## config.mk

```make
export PLATFORM = sky130hd
export DESIGN_NAME = mctp_reassembly_context_tracker_core
export DESIGN_NICKNAME = d
export VERILOG_FILES = /design/src/sv/mrct_pkg.sv /design/src/sv/mctp_reassembly_context_tracker_core.sv /design/src/sv/mrct_ram.sv /design/src/sv/mrct_front.sv /design/src/sv/mrct_queue.sv /design/src/sv/mrct_back.sv
export VERILOG_INCLUDE_DIRS = /design/src /design/src/sv
export SDC_FILE = /design/constraint.sdc
export NUM_CORES = 1
export LEC_CHECK = 0
export BUFFER_PORTS_ARGS = -buffer_cell sky130_fd_sc_hd__buf_2
export CAP_MARGIN = 5
export CORE_MARGIN = 2
export CORE_UTILIZATION = 40
export DETAILED_ROUTE_END_ITERATION = 6
export PLACE_DENSITY = 0.63
export SLEW_MARGIN = 15
export SYNTH_ARGS = -nofsm -noshare
export SYNTH_HDL_FRONTEND = slang
export SYNTH_SLANG_ARGS = --single-unit
export TNS_END_PERCENT = 20
```

## constraint.sdc

```tcl
create_clock -name clk -period 4.6 [get_ports clk]
set_input_delay 0.69 -clock clk [delete_from_list [all_inputs] [get_ports clk]]
set_output_delay 0.69 -clock clk [all_outputs]
set_load 0.1 [all_outputs]
```

## src/sv/mctp_reassembly_context_tracker_core_macros.svh

```systemverilog
// Assertion macros for the MCTP reassembly context tracker.
`ifndef MCTP_REASSEMBLY_CONTEXT_TRACKER_CORE_MACROS_SVH
`define MCTP_REASSEMBLY_CONTEXT_TRACKER_CORE_MACROS_SVH

// Check that a condition implies another in the same cycle.
`define MRCT_ASSERT_SAME(label, clk, rst_n, ante, cons, msg) \
	label: assert property (@(posedge clk) disable iff (!(rst_n)) (ante) |-> (cons)) \
		else $error(msg);

// Check that a condition implies another in the next cycle.
`define MRCT_ASSERT_NEXT(label, clk, rst_n, ante, cons, msg) \
	label: assert property (@(posedge clk) disable iff (!(rst_n)) (ante) |=> (cons)) \
		else $error(msg);

`endif

```

## src/sv/mrct_pkg.sv

```systemverilog
// Types and constants shared by the MCTP reassembly context tracker.
package mrct_pkg;

	localparam int KEY_W  = 12;
	localparam int LEN_W  = 11;
	localparam int CNT_W  = 8;
	localparam int SEQ_W  = 2;
	localparam int ADDR_W = 4;
	localparam int DATA_W = 32;

	localparam logic [CNT_W-1:0] CNT_MAX = 8'hFF;

	typedef enum logic [1:0] {
		REG_OWN_EID  = 2'd0,
		REG_HDR_VER  = 2'd1,
		REG_FULL_LEN = 2'd2
	} reg_idx_t;

	typedef enum logic [3:0] {
		V_IGNORED   = 4'd0,
		V_SINGLE    = 4'd1,
		V_STARTED   = 4'd2,
		V_APPENDED  = 4'd3,
		V_COMPLETED = 4'd4,
		V_BADLEN    = 4'd5,
		V_BADSEQ    = 4'd6,
		V_ORPHAN    = 4'd7,
		V_FULL      = 4'd8
	} verdict_t;

	typedef enum logic [1:0] {
		K_IGNORE = 2'd0,
		K_SINGLE = 2'd1,
		K_LOOKUP = 2'd2
	} kind_t;

	typedef struct packed {
		kind_t            kind;
		logic [KEY_W-1:0] key;
		logic             som;
		logic             eom;
		logic             full_len;
		logic [SEQ_W-1:0] seq;
	} cmd_t;

	typedef struct packed {
		logic [KEY_W-1:0] key;
		logic [SEQ_W-1:0] seq;
		logic [CNT_W-1:0] count;
	} entry_t;

	typedef enum logic [1:0] {
		ST_IDLE   = 2'd0,
		ST_SCAN   = 2'd1,
		ST_LAST   = 2'd2,
		ST_DECIDE = 2'd3
	} st_t;

endpackage

```

## src/sv/mctp_reassembly_context_tracker_core.sv

```systemverilog
// Top level of the MCTP reassembly context tracker.
//
//   channel   direction  handshake             payload
//   config    in         psel/penable/pready   paddr, pwdata, prdata
//   packet    in         in_valid/in_stall     version .. packet_len
//   verdict   out        out_valid/out_stall   verdict, slot, packet_count, deliver
//
// Ignored and start-and-end packets are answered straight from the idle state once queued.
// Other packets scan the context table RAM one entry a cycle through its single
// read port, then a decide state, held while out_stall blocks it, decides and writes.
// Reset clears the entry valid bits and loads the register defaults; no clearing pass.
// out_stall holds the result register and the back end's decide and output steps;
// the two-entry queue keeps the front accepting packets meanwhile until it fills.
`include "mctp_reassembly_context_tracker_core_macros.svh"

module mctp_reassembly_context_tracker_core #(
	parameter int CONTEXTS = 8
) (
	input  logic                        clk,
	input  logic                        arst_n,
	input  logic                        psel,
	input  logic                        penable,
	input  logic                        pwrite,
	input  logic [mrct_pkg::ADDR_W-1:0] paddr,
	input  logic [mrct_pkg::DATA_W-1:0] pwdata,
	output logic [mrct_pkg::DATA_W-1:0] prdata,
	output logic                        pready,
	input  logic                        in_valid,
	output logic                        in_stall,
	input  logic [3:0]                  version,
	input  logic [7:0]                  dest_eid,
	input  logic [7:0]                  source_eid,
	input  logic [2:0]                  msg_tag,
	input  logic                        msg_owner,
	input  logic                        start_of_msg,
	input  logic                        end_of_msg,
	input  logic [1:0]                  seq_num,
	input  logic [10:0]                 packet_len,
	output logic                        out_valid,
	input  logic                        out_stall,
	output logic [3:0]                  verdict,
	output logic [2:0]                  slot,
	output logic [7:0]                  packet_count,
	output logic                        deliver
);

	logic           q_full;
	logic           push;
	mrct_pkg::cmd_t push_cmd;
	logic           pop;
	logic           q_valid;
	mrct_pkg::cmd_t q_cmd;

	mrct_front u_front (
		.clk         (clk),
		.arst_n      (arst_n),
		.psel        (psel),
		.penable     (penable),
		.pwrite      (pwrite),
		.paddr       (paddr),
		.pwdata      (pwdata),
		.prdata      (prdata),
		.pready      (pready),
		.in_valid    (in_valid),
		.in_stall    (in_stall),
		.version     (version),
		.dest_eid    (dest_eid),
		.source_eid  (source_eid),
		.msg_tag     (msg_tag),
		.msg_owner   (msg_owner),
		.start_of_msg(start_of_msg),
		.end_of_msg  (end_of_msg),
		.seq_num     (seq_num),
		.packet_len  (packet_len),
		.q_full      (q_full),
		.push        (push),
		.cmd         (push_cmd)
	);

	mrct_queue u_queue (
		.clk     (clk),
		.arst_n  (arst_n),
		.push    (push),
		.push_cmd(push_cmd),
		.full    (q_full),
		.pop     (pop),
		.q_valid (q_valid),
		.q_cmd   (q_cmd)
	);

	mrct_back #(
		.CONTEXTS(CONTEXTS)
	) u_back (
		.clk         (clk),
		.arst_n      (arst_n),
		.q_valid     (q_valid),
		.q_cmd       (q_cmd),
		.pop         (pop),
		.out_valid   (out_valid),
		.out_stall   (out_stall),
		.verdict     (verdict),
		.slot        (slot),
		.packet_count(packet_count),
		.deliver     (deliver)
	);

	`MRCT_ASSERT_SAME(a_ignored_clean, clk, arst_n,
		out_valid && (verdict == mrct_pkg::V_IGNORED),
		(slot == 3'd0) && (packet_count == 8'd0) && !deliver,
		"ignored request carries nonzero result fields")

	`MRCT_ASSERT_SAME(a_deliver_match, clk, arst_n, out_valid,
		deliver == ((verdict == mrct_pkg::V_SINGLE) || (verdict == mrct_pkg::V_COMPLETED)),
		"deliver disagrees with verdict")

	`MRCT_ASSERT_NEXT(a_request_queued, clk, arst_n, in_valid && !in_stall, q_valid,
		"accepted request missing from queue")

endmodule

```

## src/sv/mrct_ram.sv

```systemverilog
// Generic single write port RAM with registered read.
module mrct_ram #(
	parameter int WIDTH = 22,
	parameter int DEPTH = 8
) (
	input  logic                                  clk,
	input  logic                                  we,
	input  logic [(DEPTH > 1 ? $clog2(DEPTH) : 1)-1:0] waddr,
	input  logic [WIDTH-1:0]                      wdata,
	input  logic                                  re,
	input  logic [(DEPTH > 1 ? $clog2(DEPTH) : 1)-1:0] raddr,
	output logic [WIDTH-1:0]                      rdata
);

	logic [WIDTH-1:0] mem [DEPTH];

	always_ff @(posedge clk) begin
		if (we) begin
			mem[waddr] <= wdata;
		end
		if (re) begin
			rdata <= mem[raddr];
		end
	end

endmodule

```

## src/sv/mrct_front.sv

```systemverilog
// Front end: configuration registers, request intake and classification.
module mrct_front (
	input  logic                        clk,
	input  logic                        arst_n,
	input  logic                        psel,
	input  logic                        penable,
	input  logic                        pwrite,
	input  logic [mrct_pkg::ADDR_W-1:0] paddr,
	input  logic [mrct_pkg::DATA_W-1:0] pwdata,
	output logic [mrct_pkg::DATA_W-1:0] prdata,
	output logic                        pready,
	input  logic                        in_valid,
	output logic                        in_stall,
	input  logic [3:0]                  version,
	input  logic [7:0]                  dest_eid,
	input  logic [7:0]                  source_eid,
	input  logic [2:0]                  msg_tag,
	input  logic                        msg_owner,
	input  logic                        start_of_msg,
	input  logic                        end_of_msg,
	input  logic [mrct_pkg::SEQ_W-1:0]  seq_num,
	input  logic [mrct_pkg::LEN_W-1:0]  packet_len,
	input  logic                        q_full,
	output logic                        push,
	output mrct_pkg::cmd_t              cmd
);

	logic [7:0]                 own_eid_q;
	logic [3:0]                 hdr_ver_q;
	logic [mrct_pkg::LEN_W-1:0] full_len_q;
	logic                       wr_en;
	mrct_pkg::reg_idx_t         reg_idx;

	assign pready  = 1'b1;
	assign reg_idx = mrct_pkg::reg_idx_t'(paddr[3:2]);
	assign wr_en   = psel & penable & pwrite & pready;

	always_ff @(posedge clk or negedge arst_n) begin
		if (!arst_n) begin
			own_eid_q  <= 8'd0;
			hdr_ver_q  <= 4'd1;
			full_len_q <= 11'd68;
		end else if (wr_en) begin
			case (reg_idx)
				mrct_pkg::REG_OWN_EID:  own_eid_q  <= pwdata[7:0];
				mrct_pkg::REG_HDR_VER:  hdr_ver_q  <= pwdata[3:0];
				mrct_pkg::REG_FULL_LEN: full_len_q <= pwdata[mrct_pkg::LEN_W-1:0];
				default: ;
			endcase
		end
	end

	always_comb begin
		case (reg_idx)
			mrct_pkg::REG_OWN_EID:  prdata = {24'd0, own_eid_q};
			mrct_pkg::REG_HDR_VER:  prdata = {28'd0, hdr_ver_q};
			mrct_pkg::REG_FULL_LEN: prdata = {21'd0, full_len_q};
			default:                prdata = '0;
		endcase
	end

	assign in_stall = q_full;
	assign push     = in_valid & ~q_full;

	always_comb begin
		cmd.key      = {msg_owner, msg_tag, source_eid};
		cmd.som      = start_of_msg;
		cmd.eom      = end_of_msg;
		cmd.full_len = (packet_len == full_len_q);
		cmd.seq      = seq_num;
		if ((version != hdr_ver_q) || (dest_eid != own_eid_q)) begin
			cmd.kind = mrct_pkg::K_IGNORE;
		end else if (start_of_msg && end_of_msg) begin
			cmd.kind = mrct_pkg::K_SINGLE;
		end else begin
			cmd.kind = mrct_pkg::K_LOOKUP;
		end
	end

endmodule

```

## src/sv/mrct_queue.sv

```systemverilog
// Two-entry request queue between front and back.
module mrct_queue (
	input  logic           clk,
	input  logic           arst_n,
	input  logic           push,
	input  mrct_pkg::cmd_t push_cmd,
	output logic           full,
	input  logic           pop,
	output logic           q_valid,
	output mrct_pkg::cmd_t q_cmd
);

	mrct_pkg::cmd_t slots_q [2];
	logic           wr_ptr_q;
	logic           rd_ptr_q;
	logic [1:0]     count_q;

	assign full    = (count_q == 2'd2);
	assign q_valid = (count_q != 2'd0);
	assign q_cmd   = slots_q[rd_ptr_q];

	always_ff @(posedge clk) begin
		if (push) begin
			slots_q[wr_ptr_q] <= push_cmd;
		end
	end

	always_ff @(posedge clk or negedge arst_n) begin
		if (!arst_n) begin
			wr_ptr_q <= 1'b0;
			rd_ptr_q <= 1'b0;
			count_q  <= 2'd0;
		end else begin
			if (push) begin
				wr_ptr_q <= ~wr_ptr_q;
			end
			if (pop) begin
				rd_ptr_q <= ~rd_ptr_q;
			end
			case ({push, pop})
				2'b10:   count_q <= count_q + 2'd1;
				2'b01:   count_q <= count_q - 2'd1;
				default: count_q <= count_q;
			endcase
		end
	end

endmodule

```

## src/sv/mrct_back.sv

```systemverilog
// Back end: context table scan, verdict and result register.
module mrct_back #(
	parameter int CONTEXTS = 8
) (
	input  logic                       clk,
	input  logic                       arst_n,
	input  logic                       q_valid,
	input  mrct_pkg::cmd_t             q_cmd,
	output logic                       pop,
	output logic                       out_valid,
	input  logic                       out_stall,
	output logic [3:0]                 verdict,
	output logic [2:0]                 slot,
	output logic [mrct_pkg::CNT_W-1:0] packet_count,
	output logic                       deliver
);

	localparam int IDX_W = (CONTEXTS > 1) ? $clog2(CONTEXTS) : 1;
	localparam logic [IDX_W-1:0] LAST_IDX = IDX_W'(CONTEXTS - 1);

	mrct_pkg::st_t st_q, st_d;

	mrct_pkg::cmd_t             cmd_q;
	logic [CONTEXTS-1:0]        valid_q;
	logic [IDX_W-1:0]           idx_q;
	logic                       rd_vld_s1;
	logic [IDX_W-1:0]           rd_idx_s1;
	logic                       found_q;
	logic [IDX_W-1:0]           m_idx_q;
	logic [mrct_pkg::SEQ_W-1:0] m_seq_q;
	logic [mrct_pkg::CNT_W-1:0] m_count_q;
	logic                       free_found_q;
	logic [IDX_W-1:0]           f_idx_q;

	logic                       out_valid_q;
	mrct_pkg::verdict_t         verdict_q;
	logic [2:0]                 slot_q;
	logic [mrct_pkg::CNT_W-1:0] count_q;
	logic                       deliver_q;

	logic                       out_free;
	logic                       rd_en;
	logic [$bits(mrct_pkg::entry_t)-1:0] rd_data;
	mrct_pkg::entry_t           rd_entry;
	logic                       wr_en;
	logic [IDX_W-1:0]           wr_idx;
	mrct_pkg::entry_t           wr_entry;
	logic                       set_valid;
	logic                       clr_valid;
	logic                       scan_init;
	logic                       load_out;
	mrct_pkg::verdict_t         d_verdict;
	logic [IDX_W-1:0]           d_slot_idx;
	logic                       d_use_slot;
	logic [mrct_pkg::CNT_W-1:0] d_count;
	logic                       d_deliver;
	logic [mrct_pkg::CNT_W-1:0] next_count;
	logic [mrct_pkg::SEQ_W-1:0] exp_seq;
	logic [IDX_W+2:0]           slot_ext;

	assign out_free   = ~out_valid_q | ~out_stall;
	assign rd_entry   = rd_data;
	assign next_count = (m_count_q == mrct_pkg::CNT_MAX) ? m_count_q :
		m_count_q + mrct_pkg::CNT_W'(1);
	assign exp_seq    = m_seq_q + mrct_pkg::SEQ_W'(1);

	mrct_ram #(
		.WIDTH($bits(mrct_pkg::entry_t)),
		.DEPTH(CONTEXTS)
	) u_table (
		.clk  (clk),
		.we   (wr_en),
		.waddr(wr_idx),
		.wdata(wr_entry),
		.re   (rd_en),
		.raddr(idx_q),
		.rdata(rd_data)
	);

	always_comb begin
		st_d = st_q;
		case (st_q)
			mrct_pkg::ST_IDLE: begin
				if (q_valid && (q_cmd.kind == mrct_pkg::K_LOOKUP)) begin
					st_d = mrct_pkg::ST_SCAN;
				end
			end
			mrct_pkg::ST_SCAN: begin
				if (idx_q == LAST_IDX) begin
					st_d = mrct_pkg::ST_LAST;
				end
			end
			mrct_pkg::ST_LAST: st_d = mrct_pkg::ST_DECIDE;
			mrct_pkg::ST_DECIDE: begin
				if (out_free) begin
					st_d = mrct_pkg::ST_IDLE;
				end
			end
			default: st_d = mrct_pkg::ST_IDLE;
		endcase
	end

	always_comb begin
		pop        = 1'b0;
		scan_init  = 1'b0;
		rd_en      = 1'b0;
		wr_en      = 1'b0;
		wr_idx     = m_idx_q;
		wr_entry   = '{key: cmd_q.key, seq: cmd_q.seq, count: next_count};
		set_valid  = 1'b0;
		clr_valid  = 1'b0;
		load_out   = 1'b0;
		d_verdict  = mrct_pkg::V_IGNORED;
		d_use_slot = 1'b0;
		d_slot_idx = m_idx_q;
		d_count    = '0;
		d_deliver  = 1'b0;
		case (st_q)
			mrct_pkg::ST_IDLE: begin
				if (q_valid && (q_cmd.kind == mrct_pkg::K_LOOKUP)) begin
					pop       = 1'b1;
					scan_init = 1'b1;
				end else if (q_valid && out_free) begin
					pop      = 1'b1;
					load_out = 1'b1;
					if (q_cmd.kind == mrct_pkg::K_SINGLE) begin
						d_verdict = mrct_pkg::V_SINGLE;
						d_count   = mrct_pkg::CNT_W'(1);
						d_deliver = 1'b1;
					end
				end
			end
			mrct_pkg::ST_SCAN: rd_en = 1'b1;
			mrct_pkg::ST_LAST: ;
			mrct_pkg::ST_DECIDE: begin
				load_out = out_free;
				if (cmd_q.som) begin
					if (!cmd_q.full_len) begin
						d_verdict  = mrct_pkg::V_BADLEN;
						d_use_slot = found_q;
						clr_valid  = found_q;
					end else if (!found_q && !free_found_q) begin
						d_verdict = mrct_pkg::V_FULL;
					end else begin
						d_verdict  = mrct_pkg::V_STARTED;
						d_use_slot = 1'b1;
						d_slot_idx = found_q ? m_idx_q : f_idx_q;
						d_count    = mrct_pkg::CNT_W'(1);
						wr_idx     = d_slot_idx;
						wr_entry   = '{key: cmd_q.key, seq: cmd_q.seq,
							count: mrct_pkg::CNT_W'(1)};
						wr_en      = 1'b1;
						set_valid  = 1'b1;
					end
				end else if (!found_q) begin
					d_verdict = mrct_pkg::V_ORPHAN;
				end else if (!cmd_q.full_len && !cmd_q.eom) begin
					d_verdict  = mrct_pkg::V_BADLEN;
					d_use_slot = 1'b1;
					clr_valid  = 1'b1;
				end else if (cmd_q.seq != exp_seq) begin
					d_verdict  = mrct_pkg::V_BADSEQ;
					d_use_slot = 1'b1;
					clr_valid  = 1'b1;
				end else if (cmd_q.eom) begin
					d_verdict  = mrct_pkg::V_COMPLETED;
					d_use_slot = 1'b1;
					d_count    = next_count;
					d_deliver  = 1'b1;
					clr_valid  = 1'b1;
				end else begin
					d_verdict  = mrct_pkg::V_APPENDED;
					d_use_slot = 1'b1;
					d_count    = next_count;
					wr_en      = 1'b1;
				end
				if (!out_free) begin
					wr_en     = 1'b0;
					set_valid = 1'b0;
					clr_valid = 1'b0;
				end
			end
			default: ;
		endcase
		slot_ext = d_use_slot ? (IDX_W+3)'(d_slot_idx) : '0;
	end

	always_ff @(posedge clk or negedge arst_n) begin
		if (!arst_n) begin
			st_q        <= mrct_pkg::ST_IDLE;
			valid_q     <= '0;
			idx_q       <= '0;
			rd_vld_s1   <= 1'b0;
			out_valid_q <= 1'b0;
		end else begin
			st_q      <= st_d;
			rd_vld_s1 <= rd_en;
			if (scan_init) begin
				idx_q <= '0;
			end else if (rd_en && (idx_q != LAST_IDX)) begin
				idx_q <= idx_q + IDX_W'(1);
			end
			if (set_valid) begin
				valid_q[wr_idx] <= 1'b1;
			end
			if (clr_valid) begin
				valid_q[m_idx_q] <= 1'b0;
			end
			if (load_out) begin
				out_valid_q <= 1'b1;
			end else if (!out_stall) begin
				out_valid_q <= 1'b0;
			end
		end
	end

	always_ff @(posedge clk) begin
		rd_idx_s1 <= idx_q;
		if (scan_init) begin
			cmd_q        <= q_cmd;
			found_q      <= 1'b0;
			free_found_q <= 1'b0;
		end else if (rd_vld_s1) begin
			if (valid_q[rd_idx_s1] && (rd_entry.key == cmd_q.key) && !found_q) begin
				found_q   <= 1'b1;
				m_idx_q   <= rd_idx_s1;
				m_seq_q   <= rd_entry.seq;
				m_count_q <= rd_entry.count;
			end
			if (!valid_q[rd_idx_s1] && !free_found_q) begin
				free_found_q <= 1'b1;
				f_idx_q      <= rd_idx_s1;
			end
		end
		if (load_out) begin
			verdict_q <= d_verdict;
			slot_q    <= slot_ext[2:0];
			count_q   <= d_count;
			deliver_q <= d_deliver;
		end
	end

	assign out_valid    = out_valid_q;
	assign verdict      = verdict_q;
	assign slot         = slot_q;
	assign packet_count = count_q;
	assign deliver      = deliver_q;

endmodule
```

==> metrics, run 1 <==
first-pass GRT wire length=about 42000 um; initial core utilization=0.402; total of max-cap violations=0; Die Area=around 36000 um^2; endpoints failing setup=0; Slew HR=0.277; initial antenna violation count=0; Final ANT Viol Nets=0; most frequent cells in the layout=285 x edfxtp_1, 87 x buf_2, 63 x mux2_2; clock-pin transition on the worst setup and hold timing paths=~0.060 ns; Switching Fraction=0.315; ys flop type=edfxtp_1; Async SR Flop Fraction=0.127; Worst Setup Start Kind=flip-flop; IO buf count=87; Peak VDD IR=between 0.0003 and 0.0004 V; Post-synth EDFFs=around 290; Synth-to-Final Area Change=14.8%; reg-to-reg critical path endpoint=u_back.u_table.mem[4][0]$_DFFE_PP_; CTS-repair resized insts=0; Initial DRT Pass Iterations=4; largest area contributor in the netlist=edfxtp_1; total gr overflow=0; hold buffer count at cts=0; post-synthesis sequential area ratio=0.704; layout cells sized above 1=0.319; post-synth top area share=0.620; TritonCTS clock tree=done; Via density=just over 5; synth top area cells=edfxtp_1 62%, mux4_2 7.2%, dfrtp_1 7.1%, mux2_2 5.1%, xor2_1 1.7%; crit share post-route=0.712; Root Driver=clkbuf_16; synthesized area=approximately 14000 um^2; H-tree levels=2; setup bufs post-CTS=0; Final WS setup=between 1 and 1.5 ns; drc violations=0; max-slew violation count=0; Setup WS pre-CTS=roughly 1.3 ns; Int Power=~0.0064 W; sequential share of power=0.442; cts bufs inserted=35; DIE WIDTH=roughly 190 um; Worst setup EP type=flip-flop; WL final=26100 um; Crit Path Max Fanout=15; die height=approximately 190 um; clock latency on the worst-skew pair=between 0.5 and 0.6 ns; total track usage=0.151; commonest non-fill, non-tap cell in the layout=edfxtp_1; vias in the first global route=7340; Setup TNS=0 ns; routability congestion estimate=~0.81; DRT iter0 DRCs=between 400 and 500; ANT cells=0; Mapped Cells=783; count of different cell masters after synthesis=66; Final Power=between 0.009 and 0.01 W; IO Pins=~130; worst endpoint required time=4.77 ns; clk_skew=around 0.022 ns; YS warnings=0; clock sinks=about 330; fin crit period=around 3.3 ns; CTS Buffer Depth=3; via count=between 6000 and 7000; critical path class=flip-flop to flip-flop; Hold Path Class=input pin to asynchronous set/reset pin; nets=~980; Final HPWL DP=around 16000 um; Logic pwr share=0.272; pwr/cell area=593 nW/um^2; WL/cell=about 19 um; #FFs+latches synth=around 330; Clk network pwr share=0.286; status=completed; CP arrival=3.44 ns; Worst Max-Slew Pin Slew=around 1.1 ns; reg2reg setup slack=1.32 ns; Avg Cell Area, Syn=17.6 um^2; R2R depth=6; core area=34300 um^2; final hold violation count=0; fmax=slightly above 0.3 GHz; leakage=5.51 nW; Rows=68; Switch Pwr=a little under 0.003 W; RSZ-0062 raised after global routing=false; Crit Reg-Reg Startpoint=u_back.st_q[1]$_DFFE_PN0P_; largest net degree at the start of global routing=47
critical path, stage by stage (launching register included):
cell and delay, ns:
dfrtp_1 0.39, ha_1 0.48, nand3_1 0.31, nor2_1 0.26, mux2_2 0.45, a211oi_4 0.63
buf_4 0.41
state kept, by name (all words and copies together), names as in the netlist, 4 cells and up:
register / count
u_back.cmd_q: 17
u_back.m_count_q: 8
u_back.packet_count: 8
u_back.u_table.mem: 176
u_back.u_table.rdata: 22
u_back.valid_q: 8
u_back.verdict: 4
u_front.full_len_q: 11
u_front.hdr_ver_q: 4
u_front.own_eid_q: 8
u_queue.slots_q: 38
worst max-delay path by stage:
stage / slack, ns / depth (start not counted) / from / to
after detailed placement: 1.30 / 6 / u_back.st_q[1]$_DFFE_PN0P_ / u_back.u_table.mem[4][4]$_DFFE_PP_
after global placement: 1.37 / 6 / u_back.st_q[1]$_DFFE_PN0P_ / u_back.u_table.mem[4][15]$_DFFE_PP_
after CTS: 1.29 / 6 / u_back.st_q[1]$_DFFE_PN0P_ / u_back.u_table.mem[4][0]$_DFFE_PP_
final: 1.32 / 6 / u_back.st_q[1]$_DFFE_PN0P_ / u_back.u_table.mem[4][0]$_DFFE_PP_
after global routing: 1.10 / 6 / u_back.st_q[1]$_DFFE_PN0P_ / u_back.u_table.mem[4][0]$_DFFE_PP_
after floorplan: 0.82 / 3 / paddr[2] / prdata[0]
stage by stage:
step / hold slack (ns) / instance area (um^2) / util / std cells
finish: 0.251 / 15800 / 0.462 / 1370
CTS: 0.260 / 15800 / 0.462 / 1370
global placement: 0.395 / 14700 / 0.430 / 1310
floorplan: 0.366 / 13900 / - / 803
global route: 0.290 / 15800 / 0.462 / 1370
detailed placement: 0.405 / 14700 / 0.430 / 1310
layout make-up:
type | instances | area, um^2
timing repair buffer | 105 | 571
fill | 2954 | 18400
inverter | 7 | 26.3
clock inverter | 14 | 148
clock buffer | 46 | 937
sequential | 332 | 9720
tap | 455 | 569
multi-input combinational | 411 | 3870
per-layer routing:
metal / track usage / wire (um) / vias up
met3: 0.0249 / 1240 / 47
met4: 0.0471 / 593 / 0
met2: 0.246 / 12500 / 172
met1: 0.208 / 11800 / 3517
li1: - / - / 3223
met5: 0 / 0 / -
synthesized netlist by cell type (8+ instances only):
master and n:
xor2_1 26, xnor2_1 20, and2_1 9, clkbuf_1 11, mux2_2 63, nand2_1 26, mux4_2 44, buf_4 23
o21ai_0 14, nor2b_1 9, edfxtp_1 285, dfrtp_1 39, mux2i_1 16, a21oi_1 13, nor2_1 38, nand2b_1 8
buf_2 12, ha_1 9, nor3_1 8
logic make-up after synthesis:
group	count (synthesis)	synth area share
adder cells (fa/ha/maj)	9	0.00816
multiplexers	128	0.142
flip-flops	332	0.704
other	2	0.000544
AND/OR/NAND/NOR	141	0.0559
AO/OA/AOI/OAI	65	0.0349
buffers and inverters	60	0.0258
XOR/XNOR	46	0.0292
power groups by stage:
stage	sequential [W]	clock (W)	combinational, W
6_report	0.00415	0.00269	0.00256
3_5_place_dp	0.00422	0	0.00258
2_1_floorplan	0.00452	0	0.00175
5_1_grt	0.00421	0.00288	0.00276
4_1_cts	0.00416	0.00276	0.00259
3_3_place_gp	0.00420	0	0.00256
Note: power is estimated with default switching activity, not from simulation.
==> inputs of run 2 (changes only) <==
clock period = 3.3 ns   (was 4.6 ns; I/O delays follow)
==> metrics, run 2 (same netlist as run 1, synthesis figures left out) <==
status=completed; Setup WS pre-CTS=0.609 ns (-0.691 ns); clk_skew=0.0231 ns (+0.000856 ns); CP arrival=2.90 ns (-0.54 ns); RSZ-0062 raised after global routing=false; Critical Path Max Stage Delay=0.48 ns (-0.15 ns); Worst Max-Slew Pin Slew=0.857 ns (-0.227 ns); DIE WIDTH=190 um (unchanged); total track usage=0.149 (-0.00149); Largest regs=u_back.u_table.mem (176), u_queue.slots_q (38), u_back.u_table.rdata (22); Final WS setup=0.602 ns (-0.720 ns); Root Driver=clkbuf_16; worst endpoint required time=3.50 ns (-1.27 ns); wl on met1=11700 um (-0.49%); clock-pin transition on the worst setup and hold timing paths=0.06 ns (about the same); max reg flops=176 (unchanged); DRT iter0 DRCs=488 (+10%); leakage=5.63 nW (+2.3%); Crit Path Max Fanout=22 (+7); H-tree levels=2 (unchanged); hold buffer count at cts=0 (unchanged); Cell Count, Final, Fillers Out=1381 (+0.80%); fin crit period=2.70 ns (-0.580 ns); WL/cell=19.2 um (+1.0%); max-slew violation count=0 (unchanged); critical path class=flip-flop to flip-flop; most flop-heavy register=u_back.u_table.mem; via count=7068 (+1.6%); clock latency on the worst-skew pair=0.52 ns (about the same); Slew HR=0.425 (+0.148); core area=34300 um^2 (unchanged); metal3 WL=1340 um (+8.7%); met2 routed wirelength=13000 um (+4.5%); setup bufs post-CTS=0 (unchanged); CP bufs+invs=1 (unchanged); WL final=26500 um (+1.8%); commonest non-fill, non-tap cell in the layout=edfxtp_1; Util after Layout=0.470 (+0.00817); Rows=68 (unchanged); vias in the first global route=7363 (+0.31%); pwr/cell area=847 nW/um^2 (+43%); Worst setup EP type=flip-flop; total gr overflow=0 (unchanged); Die Area=36000 um^2 (unchanged); initial core utilization=0.402 (unchanged); top sig layer=met4; cts bufs inserted=37 (+5.7%); layout cells sized above 1=0.334 (+0.0146); CP top delay family=simple AND/OR/NAND/NOR gates; CTS Buffer Depth=3 (unchanged); routability congestion estimate=0.867 (+6.6%); ANT cells=0 (unchanged); fmax=0.371 GHz (+21%); largest net degree at the start of global routing=47 (unchanged); Worst Setup Start Kind=flip-flop; clock sinks=332 (unchanged); IO Pins=133 (unchanged); crit share post-route=0.817 (+0.105); slowest CP cell=ha_1; total of max-cap violations=0 (unchanged); nets=990 (+0.71%); most frequent cells in the layout=285 x edfxtp_1, 87 x buf_2, 63 x mux2_2; final hold violation count=0 (unchanged); Placed Cells=1315 (+0.38%); endpoints failing setup=0 (unchanged); Final ANT Viol Nets=0 (unchanged); die height=190 um (unchanged); Peak VDD IR=0.000591 V (+50%); TritonCTS clock tree=done; drc violations=0 (unchanged); register area=9720 um^2 (unchanged); area of the multi-input gates=3870 um^2 (-0.16%); Hold Path Class=input pin to asynchronous set/reset pin; first-pass GRT wire length=41300 um (-0.96%); IO buf count=87 (unchanged); CTS-repair resized insts=0 (unchanged); Setup TNS=0 ns (unchanged); Initial DRT Pass Iterations=5 (+1); initial antenna violation count=0 (unchanged); Final HPWL DP=16200 um (+1.9%); Via density=5.12 (+0.76%); Synth-to-Final Area Change=16.8%; worst-path cell chain=ha_1, nand3_1, nor2_1, mux2_2, a211oi_4, buf_12; Fill cells=2919 (-1.2%)
==> run 2: final timing paths <==
kind                                                   start                                  to  slack [ns]  cells past startpoint
min reg2reg                u_back.u_table.rdata[6]$_DFFE_PP_       u_back.m_count_q[6]$_DFFE_PP_        0.42                      0
max                               u_back.st_q[1]$_DFFE_PN0P_  u_back.u_table.mem[4][3]$_DFFE_PP_        0.60                      6
min in group clk                               source_eid[0]     u_queue.slots_q[1][5]$_DFFE_PP_        0.16                      1
max reg2reg                       u_back.st_q[1]$_DFFE_PN0P_  u_back.u_table.mem[4][3]$_DFFE_PP_        0.60                      6
min                                                   arst_n    u_front.own_eid_q[4]$_DFFE_PN0P_        0.09                      1
max in group asynchronous                             arst_n   u_front.full_len_q[7]$_DFFE_PN0P_        2.57                      2
==> run 2: stage by stage <==
stage | hold slack [ns] | cell area, um^2 | power (W)
detailed placement | 0.406 | 14800 | 0.00953
floorplan | 0.199 | 13900 | 0.00874
finish | 0.0875 | 16100 | 0.0137
global route | 0.141 | 16100 | 0.0143
CTS | 0.107 | 16100 | 0.0139
global placement | 0.402 | 14800 | 0.00947
==> run 2: routing by layer <==
layer | up-vias | GRT usage
met5 | - | 0
met4 | 0 | 0.0367
met3 | 39 | 0.0308
met2 | 173 | 0.250
met1 | 3616 | 0.200
li1 | 3240 | -
==> run 2: power breakdown <==
part,internal (W),switching [W]
clock,0.00263,0.00165
combinational,0.00138,0.00222
sequential,0.00539,0.000391
total,0.00940,0.00426
==> run 2: cell type report <==
type / count / area share
Sequential cell: 332 / 0.603
Multi-Input combinational cell: 411 / 0.240
Clock buffer: 41 / 0.0584
Timing Repair Buffer: 110 / 0.0408
Tap cell: 455 / 0.0353
Clock inverter: 25 / 0.0213
Inverter: 7 / 0.00163
